### config.mk
export PLATFORM = sky130hd
export DESIGN_NAME = encoder_button_event_classifier_unit
export DESIGN_NICKNAME = d
export VERILOG_FILES = /design/src/ebec_pkg.sv /design/src/encoder_button_event_classifier_unit.sv
export SDC_FILE = /design/constraint.sdc
export NUM_CORES = 1
export LEC_CHECK = 0
export BUFFER_PORTS_ARGS = -buffer_cell sky130_fd_sc_hd__buf_2
export CAP_MARGIN = 20
export CORE_MARGIN = 4
export CORE_UTILIZATION = 65
export CTS_BUF_LIST = sky130_fd_sc_hd__clkbuf_8
export DETAILED_ROUTE_END_ITERATION = 12
export PLACE_DENSITY_LB_ADDON = 0.08
export SLEW_MARGIN = 25
export SYNTH_ARGS = -nofsm -noshare
export SYNTH_HDL_FRONTEND = slang
export SYNTH_SLANG_ARGS = --single-unit
### constraint.sdc
create_clock -name i_clk -period 8.8 [get_ports i_clk]
set_clock_uncertainty 0.05 [all_clocks]
set_input_delay 1.76 -clock i_clk [delete_from_list [all_inputs] [get_ports i_clk]]
set_output_delay 1.76 -clock i_clk [all_outputs]
set_load 0.02 [all_outputs]
### src/ebec_pkg.sv
// Shared types and constants for the encoder and button event classifier.
`timescale 1ns / 1ps
package ebec_pkg;

    localparam int unsigned TIME_W = 32;
    localparam int unsigned CFG_W  = 16;

    typedef enum logic [2:0] {
        EV_NONE   = 3'd0,
        EV_CLICK  = 3'd1,
        EV_DOUBLE = 3'd2,
        EV_LONG   = 3'd3,
        EV_CW     = 3'd4,
        EV_CCW    = 3'd5
    } t_event;

    typedef enum logic [0:0] {
        CFG_LONG_PRESS   = 1'b0,
        CFG_DOUBLE_CLICK = 1'b1
    } t_cfg_idx;

    localparam logic [CFG_W-1:0] LONG_PRESS_RST   = 16'd600;
    localparam logic [CFG_W-1:0] DOUBLE_CLICK_RST = 16'd300;

    // Quadrature transition codes: {prev_a, prev_b, a, b}
    localparam logic [3:0] FWD_0 = 4'b1101;
    localparam logic [3:0] FWD_1 = 4'b0100;
    localparam logic [3:0] FWD_2 = 4'b0010;
    localparam logic [3:0] FWD_3 = 4'b1011;
    localparam logic [3:0] BWD_0 = 4'b1110;
    localparam logic [3:0] BWD_1 = 4'b0111;
    localparam logic [3:0] BWD_2 = 4'b0001;
    localparam logic [3:0] BWD_3 = 4'b1000;

endpackage

### src/encoder_button_event_classifier_unit.sv
// Rotary encoder and push switch event classifier, top level.
`timescale 1ns / 1ps
// Usage:
//   Input channel (i_valid / o_ready) carries one poll: the two quadrature
//   levels, the switch level (low = pressed) and a wrapping millisecond stamp.
//   Output channel (o_valid / i_ready) returns exactly one event code per poll:
//   none, click, double click, long press, clockwise or counter-clockwise.
//   Config port: i_cfg_we writes i_cfg_data into register i_cfg_addr
//   (0 = long press limit, 1 = double click window); write only when idle.
// Timing:
//   An accepted poll is held in the input register, then passes through the
//   classify logic into the result register.
//   Throughput is one poll per cycle while the output is not stalled; the
//   classify stage updates the tracker state in the same cycle it produces the result, so polls chain freely.
// Reset:
//   Synchronous, active low. Pipeline empties, encoder history, accumulator
//   and button timers clear, and the registers return to 600 / 300 ms.
// Backpressure:
//   A stalled result holds in the output register; the input register fills
//   and then o_ready drops until the receiver takes the result.
module encoder_button_event_classifier_unit (
    input  logic                          i_clk,
    input  logic                          i_rst_n,
    input  logic                          i_valid,
    output logic                          o_ready,
    input  logic                          i_enc_a,
    input  logic                          i_enc_b,
    input  logic                          i_switch_level,
    input  logic [ebec_pkg::TIME_W-1:0]   i_now_ms,
    output logic                          o_valid,
    input  logic                          i_ready,
    output logic [2:0]                    o_event_code,
    input  logic                          i_cfg_we,
    input  logic [0:0]                    i_cfg_addr,
    input  logic [ebec_pkg::CFG_W-1:0]    i_cfg_data
);
    import ebec_pkg::*;

    // config registers
    logic [CFG_W-1:0]  r_long_press_ms;
    logic [CFG_W-1:0]  r_double_click_ms;

    // input register
    logic              r_s1_valid;
    logic              r_s1_a;
    logic              r_s1_b;
    logic              r_s1_sw;
    logic [TIME_W-1:0] r_s1_now;

    // tracker state
    logic [3:0]        r_pin_history;
    logic signed [2:0] r_step_accum;
    logic              r_button_held;
    logic [TIME_W-1:0] r_press_stamp;
    logic              r_click_pending;
    logic [TIME_W-1:0] r_release_stamp;

    // result register
    logic              r_out_valid;
    t_event            r_event;

    logic              s1_adv;
    logic              in_xfer;

    logic [3:0]        n_pin_history;
    logic signed [2:0] n_step_accum;
    logic              n_button_held;
    logic [TIME_W-1:0] n_press_stamp;
    logic              n_click_pending;
    logic [TIME_W-1:0] n_release_stamp;
    t_event            n_event;

    logic signed [2:0] acc_sum;
    logic              pressed;
    logic [TIME_W-1:0] held_for;
    logic [TIME_W-1:0] since_release;

    assign s1_adv  = r_s1_valid && (!r_out_valid || i_ready);
    assign o_ready = !r_s1_valid || s1_adv;
    assign in_xfer = i_valid && o_ready;

    assign o_valid      = r_out_valid;
    assign o_event_code = r_event;

    always_ff @(posedge i_clk) begin
        if (!i_rst_n) begin
            r_long_press_ms   <= LONG_PRESS_RST;
            r_double_click_ms <= DOUBLE_CLICK_RST;
        end else if (i_cfg_we) begin
            case (t_cfg_idx'(i_cfg_addr))
                CFG_LONG_PRESS:   r_long_press_ms   <= i_cfg_data;
                CFG_DOUBLE_CLICK: r_double_click_ms <= i_cfg_data;
                default: ;
            endcase
        end
    end

    always_ff @(posedge i_clk) begin
        if (!i_rst_n) begin
            r_s1_valid <= 1'b0;
        end else if (in_xfer) begin
            r_s1_valid <= 1'b1;
        end else if (s1_adv) begin
            r_s1_valid <= 1'b0;
        end
    end

    always_ff @(posedge i_clk) begin
        if (in_xfer) begin
            r_s1_a   <= i_enc_a;
            r_s1_b   <= i_enc_b;
            r_s1_sw  <= i_switch_level;
            r_s1_now <= i_now_ms;
        end
    end

    always_comb begin
        n_pin_history   = {r_pin_history[1:0], r_s1_a, r_s1_b};
        n_step_accum    = r_step_accum;
        n_button_held   = r_button_held;
        n_press_stamp   = r_press_stamp;
        n_click_pending = r_click_pending;
        n_release_stamp = r_release_stamp;
        n_event         = EV_NONE;

        pressed       = !r_s1_sw;
        held_for      = r_s1_now - r_press_stamp;
        since_release = r_s1_now - r_release_stamp;

        if (n_pin_history inside {FWD_0, FWD_1, FWD_2, FWD_3}) begin
            acc_sum = r_step_accum + 3'sd1;
        end else if (n_pin_history inside {BWD_0, BWD_1, BWD_2, BWD_3}) begin
            acc_sum = r_step_accum - 3'sd1;
        end else begin
            acc_sum = r_step_accum;
        end

        if (acc_sum >= 3'sd2) begin
            n_step_accum = 3'sd0;
            n_event      = EV_CW;
        end else if (acc_sum <= -3'sd2) begin
            n_step_accum = 3'sd0;
            n_event      = EV_CCW;
        end else begin
            n_step_accum = acc_sum;
            if (pressed && !r_button_held) begin
                n_button_held = 1'b1;
                n_press_stamp = r_s1_now;
            end
            if (!pressed && r_button_held) begin
                n_button_held = 1'b0;
                if (held_for > {{(TIME_W-CFG_W){1'b0}}, r_long_press_ms}) begin
                    n_event = EV_LONG;
                end else if (r_click_pending &&
                        since_release < {{(TIME_W-CFG_W){1'b0}}, r_double_click_ms}) begin
                    n_click_pending = 1'b0;
                    n_event         = EV_DOUBLE;
                end else begin
                    // new pending click; zero elapsed time never fires it here
                    n_click_pending = 1'b1;
                    n_release_stamp = r_s1_now;
                end
            end else if (r_click_pending &&
                    since_release > {{(TIME_W-CFG_W){1'b0}}, r_double_click_ms}) begin
                n_click_pending = 1'b0;
                n_event         = EV_CLICK;
            end
        end
    end

    always_ff @(posedge i_clk) begin
        if (!i_rst_n) begin
            r_pin_history   <= 4'd0;
            r_step_accum    <= 3'sd0;
            r_button_held   <= 1'b0;
            r_press_stamp   <= '0;
            r_click_pending <= 1'b0;
            r_release_stamp <= '0;
        end else if (s1_adv) begin
            r_pin_history   <= n_pin_history;
            r_step_accum    <= n_step_accum;
            r_button_held   <= n_button_held;
            r_press_stamp   <= n_press_stamp;
            r_click_pending <= n_click_pending;
            r_release_stamp <= n_release_stamp;
        end
    end

    always_ff @(posedge i_clk) begin
        if (!i_rst_n) begin
            r_out_valid <= 1'b0;
        end else if (s1_adv) begin
            r_out_valid <= 1'b1;
        end else if (i_ready) begin
            r_out_valid <= 1'b0;
        end
    end

    always_ff @(posedge i_clk) begin
        if (s1_adv) begin
            r_event <= n_event;
        end
    end

`ifndef ASSERT_OFF
    a_accum_range: assert property (@(posedge i_clk) disable iff (!i_rst_n)
        (r_step_accum == 3'sd0) || (r_step_accum == 3'sd1) || (r_step_accum == -3'sd1))
        else $error("step accumulator left -1..1");

    a_rot_clears_accum: assert property (@(posedge i_clk) disable iff (!i_rst_n)
        s1_adv && ((n_event == EV_CW) || (n_event == EV_CCW)) |=> (r_step_accum == 3'sd0))
        else $error("rotation event did not clear accumulator");

    a_rot_keeps_button: assert property (@(posedge i_clk) disable iff (!i_rst_n)
        s1_adv && ((n_event == EV_CW) || (n_event == EV_CCW))
        |=> $stable(r_button_held) && $stable(r_click_pending))
        else $error("button state changed on a rotation poll");

    a_double_clears_pending: assert property (@(posedge i_clk) disable iff (!i_rst_n)
        s1_adv && (n_event == EV_DOUBLE) |=> !r_click_pending && !r_button_held)
        else $error("double click left button state set");

    a_no_pipe_overrun: assert property (@(posedge i_clk) disable iff (!i_rst_n)
        r_out_valid && !i_ready && r_s1_valid |=> r_out_valid && r_s1_valid)
        else $error("stalled result dropped");
`endif

endmodule
Word level (Yosys, flattened, before mapping)

Cells that the tools add are included.

Equal/unequal tests: 9
Shift-type cells: 0
Add/sub/neg operators: 4
Multiply operators: 0
Muxes and demuxes: 19
Bitwise logic cells: 5
Reduce and logical (&&, ||, !) cells: 25
Div/mod/pow operators: 0
Magnitude comparators: 5

Operators by type and width:

| operator            | number |
|---|---|
| $gt 32x16->1        | 2 |
| $sub 32x32->32      | 2 |
| $lt 32x16->1        | 1 |
| $eq 4x4->1 const B  | 4 |
| $mux 1              | 12 |
| $mux 3              | 4 |
| $eq 4x3->1 const B  | 2 |
| $reduce_and 4->1    | 2 |
| $reduce_bool 2->1   | 4 |
| $reduce_bool 4->1   | 2 |
| $logic_and 1x1->1   | 6 |
| $mux 2              | 3 |
| $reduce_and 6->1    | 1 |
| $not 1->1           | 5 |
| $reduce_and 5->1    | 1 |
| $eq 4x1->1 const B  | 1 |
| $eq 4x2->1 const B  | 1 |
| $logic_not 1->1     | 4 |
| $reduce_and 2->1    | 2 |
| $add 3x2->3 const B | 1 |
| $ge 3x3->1 const B  | 1 |
| $le 3x2->1 const B  | 1 |
| $sub 3x2->3 const B | 1 |
| $logic_or 1x1->1    | 2 |
| 2 further kinds     | 2 |

Latch bits: 0
RAM bits: 0
ROM bits: 0
Register bits: 143
Output and inout bits: 5
Memories kept: 0

Logic depth before layout (Yosys ltp)

Word-level depth: 7
Gate-level depth with buffers: 22
Gate-level depth less buffers: 20

Least setup slack after synthesis

No wires, ideal clock.

Path kind: register -> register
Start point: register r_s1_now[0]
End point: register r_release_stamp[10]
Path buffers: 2
Setup slack: 3.738 ns
Cell stages (with the launch flop): 23
Data arrival time: 4.941 ns
Required time: 8.678 ns
Setup time: 0.072 ns
Path through: edfxtp_1 inv_1 ha_1 inv_1 fa_1 a21o_1 a221o_1 a21oi_1 o21bai_1 xor2_1 ha_1 a21oi_1 nand2_1 a221o_1 o31a_1 a311o_1 or4_1 nor4b_2 nand4_1 nor2b_1 buf_4 buf_12 mux2i_1

Cells in the longest elaborated chain, start to end: 5
Elaborated cells on any way between the ends: 8

RTL lines:

| what                         | line                                        | source |
|---|---|---|
| from (decl)                  | encoder_button_event_classifier_unit.sv:48  | `logic [TIME_W-1:0] r_s1_now;` |
| from (signal assigned)       | encoder_button_event_classifier_unit.sv:113 | `r_s1_now <= i_now_ms;` |
| $sub 32x32->32               | encoder_button_event_classifier_unit.sv:128 | `since_release = r_s1_now - r_release_stamp;` |
| $lt 32x16->1                 | encoder_button_event_classifier_unit.sv:155 | `since_release < {{(TIME_W-CFG_W){1'b0}}, r_double_click_ms}) begin` |
| $logic_and 1x1->1            | encoder_button_event_classifier_unit.sv:154 | `end else if (r_click_pending &&` |
| $not 1->1 (no line)          | n/a                                         |  |
| $reduce_and 6->1 (no line) * | n/a                                         |  |
| to (signal assigned)         | encoder_button_event_classifier_unit.sv:185 | `r_release_stamp <= n_release_stamp;` |
| to (decl)                    | encoder_button_event_classifier_unit.sv:56  | `logic [TIME_W-1:0] r_release_stamp;` |

Mark *: on every way between the ends. The rest lies on a longest branch, timed or not.
A chain may end at the register's enable or synchronous reset.

Worst setup path in the final report

Start point: register r_s1_now[0]
End point: register r_release_stamp[17]

The elaborated chain is that of the path after synthesis.

==> summary.txt <==
Outcome
  • Status: completed

Setup path
  • Crit path capture type: flop
  • Worst Path Required: a little over 9000 ps
  • Crit path DAT: between 6000 and 7000 ps
  • Critical path peak fanout: 32
  • Setup crit start: r_s1_now[0]$_DFFE_PP_
  • Startpoint types: flop
  • Worst Setup EP: r_release_stamp[17]$_SDFFE_PN0P_
  • Flop2flop setup slack: between 2000 and 3000 ps
  • Worst reg-to-reg path cell count: 21
  • FF-to-FF Start: r_s1_now[0]$_DFFE_PP_
  • Critical R2R Capture: r_release_stamp[17]$_SDFFE_PN0P_
  • Critical path type: reg2reg

Detailed routing
  • DR vias/cell: ~6.0
  • Vias: 9210
  • Initial DRC count: between 700 and 800
  • Wire per inst: ~17 um
  • 1st-pass router iterations: 7
  • Post-DRT Antenna Nets: 0
  • Residual DRC: 0
  • Routed WL: around 26 mm

Finish
  • Filler cell count in the final layout: ~1300
  • Finished Core Util: 72.27%
  • Synthesis-to-finish area growth: 7.865%
  • Antenna Cells: 0
  • Nets@finish: 1458
  • Layout cells sized above 1: ~8.5%

Synthesis
  • EDFF count, synth: 38
  • Cell accounting for the most synthesized area: dfxtp_1
  • Cells after Synth: 1277
  • Syn Nets: roughly 1400
  • Top_reg_cell synth: dfxtp_1
  • Yosys warning total: 0
  • Flops & latches, synth: 143
  • Synthesized area: just over 10000 um^2
  • Top cells by area, synth: dfxtp_1 (20%), ha_1 (12%), edfxtp_1 (11%)
  • Sequential share of the synthesized area: a little under a third
  • Post-synth top area share: between 20% and 30%
  • Synth cell types: 74
  • Post-Syn Area per Cell: roughly 8 um^2
  • Async SR Flop Fraction: 0%

Floorplanning
  • Die Wd: between 100 and 150 um
  • Initial cell density of the core: 67.00%
  • # IOs: 62
  • Height of the die: 133.6 um
  • Core Rows: between 40 and 50
  • Die area: approximately 18000 um^2
  • Core area: 15310 um^2

Clocking
  • CTS tree: done
  • Root buffer cell: clkbuf_8
  • CTS Buf Count: 17
  • Post-CTS Hold Buffers: 0
  • Clock Latency Late Sink: around 460 ps
  • Post-CTS sizing: 0
  • H-tree Lvls: 4
  • Setup bufs post-CTS: 0
  • Worst-path clk slew: about 80 ps
  • Clock Path Buffers: 2
  • Clk sinks: between 100 and 150

Timing
  • Tmin final: 5898 ps
  • RSZ-0062 raised after global routing: false
  • Worst slew margin: roughly a third
  • Ratio of final minimum period to clock period: between 60 and 70%
  • Setup TNS: 0 ps
  • Fmax achieved: 0.1695 GHz
  • Number of endpoints failing setup at the final stage: 0
  • Final Hold Vio Count: 0
  • Slew @ Worst Pin: roughly 980 ps
  • Pins Over Slew Limit: 0

Placed design
  • Gpl congestion: approximately 0.95
  • PortBufs: just over 60
  • DP Wirelength: ~20 mm

Global route
  • Antenna violations before repair: 0
  • M1 GR Usage: 41.14%
  • Met2 usage: 44.84%
  • Grt peak-use layer: met2
  • Vias in the first global route: 8548
  • First-pass GRT wire length: around 42 mm
  • Grt met3 use: 6.949%
  • Grt total ovfl: 0
  • Gr usage total: 29.28%
  • Pin count of the biggest net entering global routing: between 100 and 150

Power and ir drop
  • P_leak: between 4 and 5 nW
  • Cell Pwr Density: ~160 nW/um^2
  • Peak VDD IR: 0.00009936 V

Flow run
  • Max-capacitance violation count: 0

Hold path
  • Class of the worst hold path: reg2reg
final cells by class:
type | instances | area (um^2) | share of cell area, %
clock buffers | 20 | 275.3 | 2.487
clock inverters | 12 | 205.2 | 1.854
inverters | 117 | 439.2 | 3.968
multi-input cells | 957 | 6304 | 56.95
flip-flops and latches | 143 | 3243 | 29.30
well taps | 211 | 264.0 | 2.385
repair buffers | 65 | 337.8 | 3.052
placed cells by master (no fill, tap or decap), drive strengths merged, types with 12 or more instances in the layout:
cell and instances:
buf 65, and2 12, mux2i 38, o21ai 45, nand4 27, clkbuf 20, dfxtp 105, a21oi 81
a21boi 61, nor3 18, nand3 17, o211ai 23, xnor2 28, inv 120, ha 98, nand2 256
nor2b 15, nor2 49, a21o 20, xor2 15, edfxtp 38
layer usage:
metal	wire length [um]	share of wire [%]
met1	12190	47
met2	11400	44
met3	1751	6.8
met4	599	2.3
met5	0	0
state kept, by name, summed over array words and instances (netlist names), 2 cells and up:
| signal | cells |
|---|---|
| r_long_press_ms | 16 |
| r_s1_now | 32 |
| r_press_stamp | 32 |
| r_pin_history | 2 |
| r_release_stamp | 32 |
| r_double_click_ms | 16 |
| o_event_code | 3 |
| r_step_accum | 3 |
metrics by stage:
stage                     total power [mW]  instances  setup slack [ps]  instance area [um^2]  hold WS [ps]
after CTS                            1.737       1525              2915                 11070         413.0
after global placement               1.108       1493              3128                 10590         391.6
after detailed placement             1.114       1493              2919                 10590         397.9
after floorplan                      1.014       1277              3738                 10260         384.7
after global routing                 1.824       1525              2462                 11070         427.9
final                                1.739       1525              2902                 11070         410.4
logic make-up after synthesis:
family	share of synthesized area, %
adders and majority gates	12.34
buffers and inverters	7.072
AOI/OAI and AO/OA	21.58
muxes	3.817
and+or+nand+nor	19.91
DFF	31.61
xor gates and xnor gates	3.670
worst max-delay path: stages, from the launching register on:
cell and delay, ps:
edfxtp_1 420, inv_1 110, ha_1 180, inv_1 60, fa_1 390, a21o_1 200
a221o_1 330, a21oi_1 290, o21bai_1 200, xor2_1 180, ha_1 330, a21oi_1 150
nand2_1 60, a221o_1 330, o31a_1 310, a311o_1 320, or4_1 410, nor4b_2 310
nand4_1 240, nor2b_4 160, buf_4 490, mux2i_1 260
worst min path at each step:
stage | slack [ps] | cells past startpoint | startpoint | end
global placement | 390 | 2 | r_release_stamp[8]$_SDFFE_PN0P_ | r_release_stamp[8]$_SDFFE_PN0P_
global route | 430 | 2 | r_release_stamp[16]$_SDFFE_PN0P_ | r_release_stamp[16]$_SDFFE_PN0P_
finish | 410 | 2 | r_release_stamp[14]$_SDFFE_PN0P_ | r_release_stamp[14]$_SDFFE_PN0P_
floorplan | 380 | 2 | r_release_stamp[10]$_SDFFE_PN0P_ | r_release_stamp[10]$_SDFFE_PN0P_
CTS | 410 | 2 | r_release_stamp[14]$_SDFFE_PN0P_ | r_release_stamp[14]$_SDFFE_PN0P_
detailed placement | 400 | 2 | r_release_stamp[14]$_SDFFE_PN0P_ | r_release_stamp[14]$_SDFFE_PN0P_
cells in the mapped netlist (all sizes together) (7+ instances only):
library cell and count:
a21boi 61, nor3 18, inv 116, nand4 27
a21o 20, o21a 10, o21ai 45, nand2 256
nor2b 15, xnor2 28, nor2 49, buf 7
o21bai 10, ha 98, a31oi 8, nand2b 10
and3 8, a211oi 9, or3 7, and2 12
o211ai 23, dfxtp 105, a21oi 81, nor4 8
edfxtp 38, xor2 15, clkbuf 53, nand3 17
mux2i 38
report_power, final:
part	internal, mW	switching, mW
Clock	0.364	0.265
Combinational	0.153	0.234
Sequential	0.702	0.0215
Power figures use the tool's default switching activity.
